<file path="src/hw/rtl/lnr_pkg.sv">
// ----------------------------------------------------------------------------
// lnr_pkg
// Shared types and constants for the layer normalization row block.
// ----------------------------------------------------------------------------
`default_nettype none

package lnr_pkg;

  typedef enum logic {
    CMD_LOAD = 1'b0,
    CMD_ELEM = 1'b1
  } cmd_t;

  typedef enum logic {
    CFG_ROW_LENGTH = 1'b0,
    CFG_EPS        = 1'b1
  } cfg_reg_t;

  typedef enum logic [4:0] {
    ST_IDLE,
    ST_V_RD,
    ST_V_D,
    ST_V_SQ,
    ST_VAR_GO,
    ST_VAR_WAIT,
    ST_INV_GO,
    ST_INV_WAIT,
    ST_SQ_GO,
    ST_SQ_WAIT,
    ST_O_RD,
    ST_O_D,
    ST_O_M1,
    ST_O_M2,
    ST_O_GO,
    ST_O_WAIT,
    ST_O_OUT
  } state_t;

  // Shared divider and square root widths.
  localparam int DIV_W  = 52;
  localparam int SQ_W   = 50;
  localparam int ROOT_W = 25;

  localparam logic [DIV_W-1:0]  INV_NUM       = DIV_W'(64'h1_0000_0000_0000);
  localparam logic [ROOT_W-1:0] INV_ZERO      = 25'h100_0000;
  localparam logic [15:0]       SCALE_ONE     = 16'h1000;
  localparam logic [15:0]       SHIFT_ZERO    = 16'h0000;
  localparam logic [6:0]        ROW_LEN_RESET = 7'd64;
  localparam logic [15:0]       EPS_RESET     = 16'd1;

endpackage

`default_nettype wire

</file>
<file path="src/hw/rtl/lnr_isqrt.sv">
// ----------------------------------------------------------------------------
// lnr_isqrt
// Integer square root, two radicand bits per cycle.
// ----------------------------------------------------------------------------
`default_nettype none

module lnr_isqrt import lnr_pkg::*; (
  input  wire               clk,
  input  wire               rst_n,
  input  wire               start,
  input  wire  [SQ_W-1:0]   radicand,
  output logic              done,
  output logic [ROOT_W-1:0] root
);

  localparam int RW = ROOT_W + 3;
  localparam int CW = $clog2(ROOT_W + 1);

  logic              busy_r;
  logic              done_r;
  logic [CW-1:0]     cnt_r;
  logic [RW-1:0]     rem_r;
  logic [SQ_W-1:0]   src_r;
  logic [ROOT_W-1:0] root_r;
  logic [RW-1:0]     rem_t;
  logic [RW-1:0]     trial;
  logic              ge;

  assign rem_t = {rem_r[RW-3:0], src_r[SQ_W-1 -: 2]};
  assign trial = {{(RW-ROOT_W-2){1'b0}}, root_r, 2'b01};
  assign ge    = rem_t >= trial;

  always_ff @(posedge clk) begin
    if (!rst_n) begin
      busy_r <= 1'b0;
      done_r <= 1'b0;
      cnt_r  <= '0;
    end else begin
      done_r <= 1'b0;
      if (start) begin
        busy_r <= 1'b1;
        cnt_r  <= '0;
        rem_r  <= '0;
        root_r <= '0;
        src_r  <= radicand;
      end else if (busy_r) begin
        rem_r  <= ge ? RW'(rem_t - trial) : rem_t;
        root_r <= {root_r[ROOT_W-2:0], ge};
        src_r  <= {src_r[SQ_W-3:0], 2'b00};
        cnt_r  <= CW'(cnt_r + 1'b1);
        if (cnt_r == CW'(ROOT_W - 1)) begin
          busy_r <= 1'b0;
          done_r <= 1'b1;
        end
      end
    end
  end

  assign done = done_r;
  assign root = root_r;

endmodule

`default_nettype wire

</file>
<file path="config.mk">
export PLATFORM = sky130hd
export DESIGN_NAME = lnr_isqrt
export DESIGN_NICKNAME = d
export VERILOG_FILES = /design/src/hw/rtl/lnr_pkg.sv /design/src/hw/rtl/lnr_isqrt.sv
export SDC_FILE = /design/constraint.sdc
export NUM_CORES = 1
export LEC_CHECK = 0
export BUFFER_PORTS_ARGS = -buffer_cell sky130_fd_sc_hd__buf_2
export CORE_ASPECT_RATIO = 0.5
export CORE_MARGIN = 3
export CORE_UTILIZATION = 40
export CTS_CLUSTER_DIAMETER = 60
export CTS_CLUSTER_SIZE = 28
export DETAILED_ROUTE_END_ITERATION = 8
export GPL_TIMING_DRIVEN = 0
export HOLD_SLACK_MARGIN = 0.02
export SYNTH_ARGS = -nofsm -noshare
export SYNTH_HDL_FRONTEND = slang
export SYNTH_SLANG_ARGS = --single-unit
</file>
<file path="constraint.sdc">
create_clock -name clk -period 3.8 [get_ports clk]
set_input_delay 0.76 -clock clk [delete_from_list [all_inputs] [get_ports clk]]
set_output_delay 0.76 -clock clk [all_outputs]
set_load 0.01 [all_outputs]
</file>
# Word-level counts from Yosys, hierarchy flattened
# Cells that the tools add are included.
# op_classes
n_reduce_logical	4
muxes	9
n_eq_ne	1
n_bitwise	2
n_addsub	2
magnitude_cmp	1
# op_table
cell	n
$mux W50	2
$mux W26	2
$ge A28 B27 Y1	1
$sub A26 B26 Y26	1
$mux W25	1
$add A5 B1 Y5 const B	1
$eq A5 B5 Y1 const B	1
$mux W1	4
$reduce_or A3 Y1	1
$not A1 Y1	2
$reduce_and A2 Y1	1
$reduce_bool A2 Y1	1
$reduce_or A2 Y1	1
# totals
word_cells	25
inputBits	53
output_inout_bits	26
register_bits	108

# Depth between registers and ports, before layout
# logic_depth
depth_word	4
mapped_depth	11
ltp_nobuf	9

# Worst setup path before layout
# Ideal clock, no wire load.
# synth_timing
kind	input to register
startpoint	input start
endpoint	register rem_r[0], enable pin
arrival_ps	3375
cell_stages	2
required_ps	3331
n_path_buf	1
setup_slack_ps	-44
setup_ps	469
cell_sequence	buf_1 -> o21a_1
# synth_via
elab_chain_len	2
# synth_lines
element	line_no	rtl
from (decl)	lnr_isqrt.sv:10	input wire start,
$reduce_bool A2 Y1 (no source line)	--	
$reduce_and A2 Y1 (no source line)	--	
to (signal assigned)	lnr_isqrt.sv:47	rem_r <= ge ? RW'(rem_t - trial) : rem_t;
to (decl)	lnr_isqrt.sv:22	logic [RW-1:0] rem_r;
# Every way passes these cells.
# A chain may end at the register's enable or synchronous reset.

# Final worst setup path
# layout_timing
startpoint	register rem_r[16]
endpoint	register rem_r[11] (data pin)
# layout_via
elab_chain_len	3
# layout_lines
element	line_no	rtl
$ge A28 B27 Y1	lnr_isqrt.sv:31	assign ge = rem_t >= trial;
$mux W26	lnr_isqrt.sv:47	
$mux W26	lnr_isqrt.sv:46	end else if (busy_r) begin
# Every way passes these cells. The select of a mux whose other input is x is not followed.

==> results.cfg <==
[detailed_routing]
drc = 0
drt_first_pass_iters = 5
drtIter0Drc = 291
wl_per_cell_um = 16.6
vias = 4543
via_per_inst = 5.40
ant_nets = 0
drt-total-wl_um = 14000

[grt]
first_global_vias = 4471
antenna_found_initial = 2
grt_max_degree = 65
grt_overflow = 0
grt_first_pass_wirelength_um = 22900
grtUsageTotal_pct = 17.0

[floorplanning]
die_w_um = 182
start_util_pct = 41.8
die_area_um2 = 17100
rows = 31
pin_count = 79
dieHeight_um = 94.0
core_um2 = 14800

[yosys]
synth-edff-count = 101
synth.cell_area_um2 = 6200
yosysSeqAreaShare_pct = 51.2
synthCells = 550
ys_warn_count = 0
syn_avg_cell_area_um2 = 11.3
syn-num-nets = 632
synth.distinct_cells = 68
synth_ff_type = edfxtp_1
synth_seq_cells = 108
async_flop_share_pct = 0

[clocking]
cts_root_buf = clkbuf_16
ctsHoldBuffers = 0
cts_resized = 0
clk_pin_slew_worst_paths_ns = 0.08
cts_buffers = 9
clk_latency_ns = 0.35
clock_path_buffers = 2
clock-sinks = 108
cts_setup_buffers = 0
tritoncts = yes
cts_htree_levels = 3

[pwr]
irDropWorstVdd_v = 0.000203
power_leakage_nw = 2.79
power_density_nw_per_um2 = 440

[min_path]
hold_depth = 2
holdPathEnd = cnt_r[4]
min_path_type = reg -> reg
min_from = cnt_r[4]

[run]
drv_cap = 0

[finish]
drive_gt1_share_pct = 26.4
mostFrequentLayoutCell = edfxtp_1
diodes = 0
layout_common_cells = edfxtp_1, buf_2, mux2_2
post-route-util_pct = 48.3
final_area_um2 = 7160
layout.nets = 721
area_delta_synth_final_pct = 15.5

[placement]
dp_hpwl_um = 9960
dpl_cell_area_um2 = 6870
gp_congestion = 0.896
portBuffers = 77

[timing]
fmax_mhz = 346
fin_tns_setup_ns = 0
min_period_over_period_pct = 76.1
worst_pin_slew_ns = 0.692
slew_headroom_pct = 53.9
setup_viol_count_final = 0
rsz0062_at_grt = false
whs_ns = 0.537
slew_viol_final = 0
hold_viol = 0
fin_skew_ns = 0.00844
layout_min_cycle_time_ns = 2.89

[worst_setup_path]
start_kind = register
cpMostUsedCell = a21oi_1
cpPeakStageDelay_ns = 0.45
arrival_ns = 2.96
cp.required_ns = 3.87
cp.buffers_inverters = 2
critical_path_class = reg -> reg
ff2ff_path_depth = 10
end_kind = register
crit_chain = ha_1 -> buf_4 -> a21o_1 -> a21oi_1 -> a21boi_1 -> nand2_1 -> o21a_1 -> clkbuf_2 -> o21ai_0 -> a21oi_1
critPathTopFamily = compound AO/OA/AOI/OAI gates
crit_slowest_cell = edfxtp_1
cp_max_fo = 10
r2r_start = rem_r[16]
r2r_setup_slack_ns = 0.91
rr_endpoint = rem_r[11]

[run_status]
status = complete, no violations
[cells by family after synthesis]
family | count (synthesis) | share of synthesized area [%]
compound gates | 142 | 15.3
mux | 51 | 9.21
xor+xnor | 19 | 2.69
flops | 108 | 51.2
buf+inv | 63 | 4.50
fa+ha+maj | 29 | 5.86
simple gates | 138 | 11.3
[state kept, by name (all words and copies together) (netlist names)]
register / count
busy_r: 1
done: 1
rem_r: 26
cnt_r: 5
src_r: 50
root: 25
[worst max path at each step]
stage	start	to	slack, ns	depth (start not counted)
final	rem_r[16]	rem_r[11]	0.91	10
after floorplan	start	rem_r[0]	0.99	2
after global routing	rem_r[16]	rem_r[17]	0.67	10
after CTS	rem_r[16]	rem_r[11]	0.92	10
after detailed placement	start	rem_r[2]	0.92	4
after global placement	start	rem_r[12]	0.11	2
[routing by layer]
| metal | vias to the layer above | wire, µm | track usage (%) |
|---|---|---|---|
| met5 | - | 19 | 0 |
| met4 | 4 | 134 | 4.05 |
| li1 | 2238 | - | - |
| met2 | 126 | 5980 | 26.0 |
| met3 | 14 | 1020 | 5.49 |
| met1 | 2161 | 6840 | 23.5 |
[worst register-to-register path, cell delays in order (launching register included)]
cell      delay, ns
edfxtp_1       0.45
ha_1           0.30
buf_4          0.17
a21o_1         0.21
a21oi_1        0.28
a21boi_1       0.30
nand2_1        0.13
o21a_1         0.24
clkbuf_2       0.23
o21ai_0        0.23
a21oi_1        0.09
[report_power, final]
| part | internal [mW] | switching (mW) |
|---|---|---|
| Combinational | 0.318 | 0.437 |
| Clock | 0.465 | 0.479 |
| Sequential | 1.41 | 0.0348 |
| Total | 2.20 | 0.950 |
[final cells by class]
type / count / area, µm²
fill: 1416 / 7660
sequential: 108 / 3170
multi-input combinational: 379 / 2750
timing repair buffer: 78 / 413
tap: 198 / 248
clock buffer: 9 / 225
buffer: 26 / 140
inverter: 37 / 139
clock inverter: 7 / 65.1
[cell usage after synthesis, drive strengths merged (2+ instances only)]
library cell	instances	share of area, %
o211a	2	0.32
nor2	43	2.6
buf	13	1.3
nor3	11	0.89
o31ai	5	0.61
xnor2	11	1.6
and3	9	1.1
clkbuf	12	0.81
nor2b	7	0.71
inv	37	2.2
o21a	7	0.85
o211ai	10	1.2
o22ai	2	0.20
a21boi	3	0.36
nand4	4	0.65
dfxtp	7	2.3
a211o	2	0.28
and2	6	0.63
nand2b	4	0.40
a21oi	47	4.0
or3	2	0.20
nand3	26	2.1
or2	3	0.34
nand3b	2	0.24
mux2i	3	0.48
a211oi	8	0.97
a21o	8	0.99
a31oi	3	0.30
nand2	19	1.2
edfxtp	101	49
mux2	48	8.7
a22o	3	0.42
o21ai	26	2.3
o311ai	3	0.42
ha	29	5.9
xor2	8	1.1
[through the flow]
step	worst slack (ns)	cells	total power, mW
2_1_floorplan	0.990	550	2.03
3_3_place_gp	0.112	825	2.21
3_5_place_dp	0.918	826	2.22
4_1_cts	0.924	842	3.17
5_1_grt	0.666	842	3.33
6_report	0.910	842	3.15
Note: power is estimated with default switching activity, not from simulation.
