## config.mk

```make
export PLATFORM = sky130hd
export DESIGN_NAME = lnr_div
export DESIGN_NICKNAME = d
export VERILOG_FILES = /design/src/hw/rtl/lnr_pkg.sv /design/src/hw/rtl/lnr_div.sv
export SDC_FILE = /design/constraint.sdc
export NUM_CORES = 1
export LEC_CHECK = 0
export BUFFER_PORTS_ARGS = -buffer_cell sky130_fd_sc_hd__buf_2
export CORE_ASPECT_RATIO = 1.25
export CORE_MARGIN = 4
export CORE_UTILIZATION = 50
export CTS_CLUSTER_DIAMETER = 30
export DETAILED_ROUTE_END_ITERATION = 8
export GPL_ROUTABILITY_DRIVEN = 0
export PLACE_DENSITY = 0.72
export SLEW_MARGIN = 20
export SYNTH_ARGS = -nofsm -noshare
export SYNTH_HDL_FRONTEND = slang
export SYNTH_SLANG_ARGS = --single-unit
```

## constraint.sdc

```tcl
create_clock -name clk -period 4.9 [get_ports clk]
set_input_delay 0.245 -clock clk [delete_from_list [all_inputs] [get_ports clk]]
set_output_delay 0.245 -clock clk [all_outputs]
set_load 0.1 [all_outputs]
```

## src/hw/rtl/lnr_pkg.sv

```systemverilog
// ----------------------------------------------------------------------------
// lnr_pkg
// Shared types and constants for the layer normalization row block.
// ----------------------------------------------------------------------------
`default_nettype none

package lnr_pkg;

  typedef enum logic {
    CMD_LOAD = 1'b0,
    CMD_ELEM = 1'b1
  } cmd_t;

  typedef enum logic {
    CFG_ROW_LENGTH = 1'b0,
    CFG_EPS        = 1'b1
  } cfg_reg_t;

  typedef enum logic [4:0] {
    ST_IDLE,
    ST_V_RD,
    ST_V_D,
    ST_V_SQ,
    ST_VAR_GO,
    ST_VAR_WAIT,
    ST_INV_GO,
    ST_INV_WAIT,
    ST_SQ_GO,
    ST_SQ_WAIT,
    ST_O_RD,
    ST_O_D,
    ST_O_M1,
    ST_O_M2,
    ST_O_GO,
    ST_O_WAIT,
    ST_O_OUT
  } state_t;

  // Shared divider and square root widths.
  localparam int DIV_W  = 52;
  localparam int SQ_W   = 50;
  localparam int ROOT_W = 25;

  localparam logic [DIV_W-1:0]  INV_NUM       = DIV_W'(64'h1_0000_0000_0000);
  localparam logic [ROOT_W-1:0] INV_ZERO      = 25'h100_0000;
  localparam logic [15:0]       SCALE_ONE     = 16'h1000;
  localparam logic [15:0]       SHIFT_ZERO    = 16'h0000;
  localparam logic [6:0]        ROW_LEN_RESET = 7'd64;
  localparam logic [15:0]       EPS_RESET     = 16'd1;

endpackage

`default_nettype wire

```

## src/hw/rtl/lnr_div.sv

```systemverilog
// ----------------------------------------------------------------------------
// lnr_div
// Restoring radix-2 divider, one quotient bit per cycle.
// ----------------------------------------------------------------------------
`default_nettype none

module lnr_div import lnr_pkg::*; (
  input  wire              clk,
  input  wire              rst_n,
  input  wire              start,
  input  wire  [DIV_W-1:0] dividend,
  input  wire  [DIV_W-1:0] divisor,
  output logic             done,
  output logic [DIV_W-1:0] quotient
);

  localparam int CW = $clog2(DIV_W + 1);

  logic             busy_r;
  logic             done_r;
  logic [CW-1:0]    cnt_r;
  logic [DIV_W-1:0] rem_r;
  logic [DIV_W-1:0] quo_r;
  logic [DIV_W-1:0] dvs_r;
  logic [DIV_W:0]   rem_t;
  logic [DIV_W:0]   diff;
  logic             ge;

  assign rem_t = {rem_r, quo_r[DIV_W-1]};
  assign diff  = rem_t - {1'b0, dvs_r};
  assign ge    = rem_t >= {1'b0, dvs_r};

  always_ff @(posedge clk) begin
    if (!rst_n) begin
      busy_r <= 1'b0;
      done_r <= 1'b0;
      cnt_r  <= '0;
    end else begin
      done_r <= 1'b0;
      if (start) begin
        busy_r <= 1'b1;
        cnt_r  <= '0;
        rem_r  <= '0;
        quo_r  <= dividend;
        dvs_r  <= divisor;
      end else if (busy_r) begin
        rem_r <= ge ? diff[DIV_W-1:0] : rem_t[DIV_W-1:0];
        quo_r <= {quo_r[DIV_W-2:0], ge};
        cnt_r <= CW'(cnt_r + 1'b1);
        if (cnt_r == CW'(DIV_W - 1)) begin
          busy_r <= 1'b0;
          done_r <= 1'b1;
        end
      end
    end
  end

  assign done     = done_r;
  assign quotient = quo_r;

endmodule

`default_nettype wire

```

# Word-level counts from Yosys, hierarchy flattened
# Cells that the tools add are included.
# Widths: inputs -> output; s select.
# word_totals
regBits	164
latchBits	0
ramBits	0
mem_bits_ro	0
in_bits	107
mem_count	0
# classes
n_addsub	2
mul	0
div_mod_pow	0
order_cmp	1
eq_ne	1
shift	0
n_mux	8
n_bitwise	2
reduce_logical	5
# op_table
op	count
$mux 52	4
$ge 53x52->1	1
$sub 52x52->52	1
$add 6x1->6 const B	1
$eq 6x6->1 const B	1
$mux 1	4
$reduce_and 2->1	2
$reduce_or 3->1	1
$not 1->1	2
$reduce_bool 2->1	1
$reduce_or 2->1	1

# Logic depth before layout (Yosys ltp)
# logic_depth
ltp_word	4
depth_mapped	15

# Worst setup path after synthesis
# Ideal clock, no wire load.
# synth_path
path_kind	reg-to-reg
start	register quo_r[51] (netlist: quotient[51])
end	register rem_r[48] (data pin)
setup_ps	261
arrival_ps	3412
required_ps	4639
slack_ps	1227
stages_incl_launch_ff	14
n_path_buf	0
synth_period_minus_slack_ps	3673
path_cell_list	edfxtp_1 > inv_1 > ha_1 > fa_1 > nand2b_1 > a211oi_1 > o21bai_1 > a311oi_1 > nor2_1 > o21ba_2 > o21ai_0 > a31oi_1 > xnor2_1 > o22ai_1
# synth_between
elab_chain_cells	3
elab_cells_between_ends	4
cone_classes	1 x add/sub; 1 x order compare; 2 x mux
# synth_rtl
item	line_no	text
from (decl)	lnr_div.sv:23	logic [DIV_W-1:0] quo_r;
from (signal assigned)	lnr_div.sv:44	quo_r <= dividend;
from (signal assigned)	lnr_div.sv:48	quo_r <= {quo_r[DIV_W-2:0], ge};
$sub 52x52->52 or $ge 53x52->1 (tied branches)	lnr_div.sv:30, lnr_div.sv:31	
$mux 52 (*)	lnr_div.sv:47	rem_r <= ge ? diff[DIV_W-1:0] : rem_t[DIV_W-1:0];
$mux 52 (*)	lnr_div.sv:46	end else if (busy_r) begin
to (signal assigned)	lnr_div.sv:47	
to (decl)	lnr_div.sv:22	logic [DIV_W-1:0] rem_r;
# Every way passes the cells marked *; elsewhere a longest branch is shown, timed or not. The select of a mux whose other input is x is not followed.
# A chain may end at the register's enable or synchronous reset.

# Final worst setup path
# layout_path
start	register rem_r[11]
end	register rem_r[37] (data pin)
# layout_between
elab_chain_cells	3
elab_cells_between_ends	4
cone_classes	1 x add/sub; 1 x order compare; 2 x mux
# layout_rtl
item	line_no
$sub 52x52->52 or $ge 53x52->1 (tied branches)	lnr_div.sv:30, lnr_div.sv:31
$mux 52 (*)	lnr_div.sv:47
$mux 52 (*)	lnr_div.sv:46
# Marks and branches as above.

==> flow_summary.toml <==
[logic_synthesis]
yosysUniqueCellTypes = 59
ys_ff_latch = 164
synth_async_sr_flop_share_pct = 0
yosysWarnings = 0
ys.flop_type = "edfxtp_1"
syn_area_mm2 = 0.00961
synth-edff-count = 156
synth_nets = 1024
synth_cells = 863
syn_avg_cell_area_um2 = 11.1
seq_area_frac_synth_pct = 50.4

[routing]
drt_wl_total_um = 21800
drc_errors = 0
wl_per_cell_um = 16.7
vias = 7189
vias_per_cell = 5.53
ant_nets = 0
first_iter_violations = 462
first_pass_iters = 5

[clock_tree]
clockBufferDepth = 2
htreeDepth = 4
cts_tree = "built"
ctsResizeCount = 0
path_clk_slew_ps = 70
cts.sinks = 164
clockRootBuffer = "clkbuf_16"
numCtsBuffers = 17
insertion_delay_ps = 440

[cells_and_area]
fin_area_mm2 = 0.0117
syn2layout_area_growth_pct = 21.5
fin_nets = 1217
drive_above_1_share_pct = 24.4
n_antenna_cell = 0

[setup_path]
cp_max_fo = 6
r2r_start = "rem_r[11]$_SDFFCE_PP0P_"
ff2ff_setup_slack_ps = 1120
path_class = "reg -> reg"
cp.required_ps = 5130
critPathLaunch = "rem_r[11]$_SDFFCE_PP0P_"
cp-end-kind = "register"
worstSetupStartpointType = "register"
cp.arrival_ps = 4010

[power]
power.leakage_nw = 4.98
ir_worst_vdd_mv = 0.253
powerDensity_mw_per_mm2 = 374
total_power_mw = 4.37

[die]
die_h_um = 163
dieArea_mm2 = 0.0215
core_area_mm2 = 0.0188
pin_count = 160
initial_core_util_pct = 51.0
chipWidth_um = 132
rows = 56

[sta]
slew_violations = 0
setup_viol = 0
max_clock_freq_mhz = 264
post-route-min-period_ps = 3780
holdWs_ps = 24.8
relSlewSlack_pct = 31.4
skew_ps = 17.3
finalHoldViolations = 0
rsz0062_at_grt = "no"
setup-tns-final_ps = 0
period_share_pct = 77.2
tightest_slew_ps = 1030

[global_route]
grt_pass1_wl_um = 35500
first_global_vias = 7359
grt_antenna_before_repair = 0
grt_start_max_net_pins = 71
grt_overflow = 0
grt_usage_pct = 20.4

[outcome]
outcome = "finished, final reports clean"

[place]
dp_hpwl_um = 15400
place_area_mm2 = 0.0106
portBuffers = 159

[run]
maxCapViolCount = 0

[hold_path]
min_path_type = "in -> reg"
hp-start = "divisor[1]"
layout by cell type, fill, tap and decap left out, drive strengths merged, types with 3 or more instances in the layout:
cell type and instances:
a211oi 18, a21o 27, inv 76, a31oi 7, o221ai 4, dlygate4sd3 50
nor2 76, o21a 8, nand2 47, ha 53, edfxtp 156, a211o 3
nand2b 12, nor2b 5, mux2 52, clkinv 5, o21ai 36, mux2i 36
o211ai 5, and3 8, o21bai 10, nor3 8, xor2 20, nand3 11
buf 165, nand4 18, o22ai 5, dfxtp 8, clkbuf 17, a21oi 58
or3 3, xnor2 32
registers in the layout (all words and copies together) (netlist names):
register	flops
done	1
dvs_r	52
quotient	52
rem_r	52
busy_r	1
cnt_r	6
through the flow:
| step | util (%) | cells | setup slack, ps |
|---|---|---|---|
| finish | 61.9 | 1301 | 1120 |
| global route | 61.9 | 1301 | 951 |
| CTS | 61.9 | 1301 | 1190 |
| detailed placement | 56.1 | 1219 | 1250 |
| global placement | 56.1 | 1219 | 1330 |
| floorplan | - | 863 | 1230 |
area by class of cell:
| cell class | instances | area (µm²) |
|---|---|---|
| Fill cell | 1484 | 7170 |
| Sequential cell | 164 | 4840 |
| Multi-Input combinational cell | 591 | 4330 |
| Timing Repair Buffer | 215 | 1360 |
| Clock buffer | 17 | 425 |
| Tap cell | 232 | 290 |
| Inverter | 67 | 251 |
| Clock inverter | 15 | 178 |
report_power, final:
| part | leakage, nW | switching, mW | internal (mW) | total (mW) |
|---|---|---|---|---|
| combinational | 3.13 | 0.796 | 0.485 | 1.28 |
| clock | 0.293 | 0.657 | 0.694 | 1.35 |
| sequential | 1.56 | 0.0544 | 1.68 | 1.74 |
| total | 4.98 | 1.51 | 2.86 | 4.37 |
metal layers:
layer  GRT usage, %  share of wire [%]  vias to the layer above
met5              0                  0                        -
met3           4.76                5.4                       35
met2           36.0                 50                      228
met4           6.97                1.9                        0
li1               -                  -                     3559
met1           24.7                 42                     3367
synthesized netlist by cell type (3+ instances only):
| master | number | area (µm²) |
|---|---|---|
| dfxtp_1 | 8 | 160 |
| nor2b_1 | 5 | 31.3 |
| clkbuf_1 | 34 | 128 |
| mux2i_1 | 36 | 360 |
| nor2_1 | 76 | 285 |
| nand2_1 | 47 | 176 |
| a211o_1 | 3 | 26.3 |
| a21oi_1 | 58 | 290 |
| o221ai_1 | 4 | 35.0 |
| xor2_1 | 20 | 175 |
| a31oi_1 | 7 | 43.8 |
| nor3_1 | 8 | 40.0 |
| nand3_1 | 11 | 55.1 |
| nand4_1 | 18 | 113 |
| o21ai_0 | 33 | 165 |
| a21o_1 | 27 | 203 |
| o21a_1 | 8 | 60.1 |
| inv_1 | 67 | 251 |
| edfxtp_1 | 156 | 4680 |
| xnor2_1 | 32 | 280 |
| o211ai_1 | 5 | 37.5 |
| nand2b_1 | 12 | 75.1 |
| mux2_2 | 52 | 586 |
| or3_1 | 3 | 18.8 |
| and3_1 | 8 | 50.1 |
| o22ai_1 | 5 | 31.3 |
| o21bai_1 | 10 | 75.1 |
| ha_1 | 53 | 663 |
| a211oi_1 | 17 | 128 |
worst max-delay path, stage by stage (launching register included):
cell      delay [ps]
edfxtp_1         400
ha_1             390
a21oi_1          360
o21ai_0          160
nand2_1          130
or4b_2           600
a21oi_1          340
o21ai_0          240
a31oi_1          350
o21bai_1         160
xnor2_1          150
a211oi_1         300
cell families (layout without fill, tap and decap cells):
family / Yosys count / count (layout) / share of synthesized area, %
and+or+nand+nor: 201 / 201 / 9.85
AOI/OAI and AO/OA: 196 / 196 / 13.4
DFF: 164 / 164 / 50.4
buffers and inverters: 108 / 314 / 4.68
muxes: 88 / 88 / 9.85
adders and majority gates: 54 / 54 / 7.11
xor gates and xnor gates: 52 / 52 / 4.74
what timing repair did:
action | 4_1_cts | 5_1_grt
setup buffers | 0 | 0
endpoints found under the hold margin | 50 | 0
hold buffers | 50 | 0
path summary, 6_finish.rpt:
kind | endpoint | cells after the start
setup reg to reg | rem_r[37]$_SDFFCE_PP0P_ | 11
hold / removal | dvs_r[1]$_DFFE_PP_ | 1
setup / recovery | rem_r[37]$_SDFFCE_PP0P_ | 11
hold reg to reg | cnt_r[5]$_SDFFE_PP0P_ | 2
No activity file was read; power rests on OpenSTA's default activity.
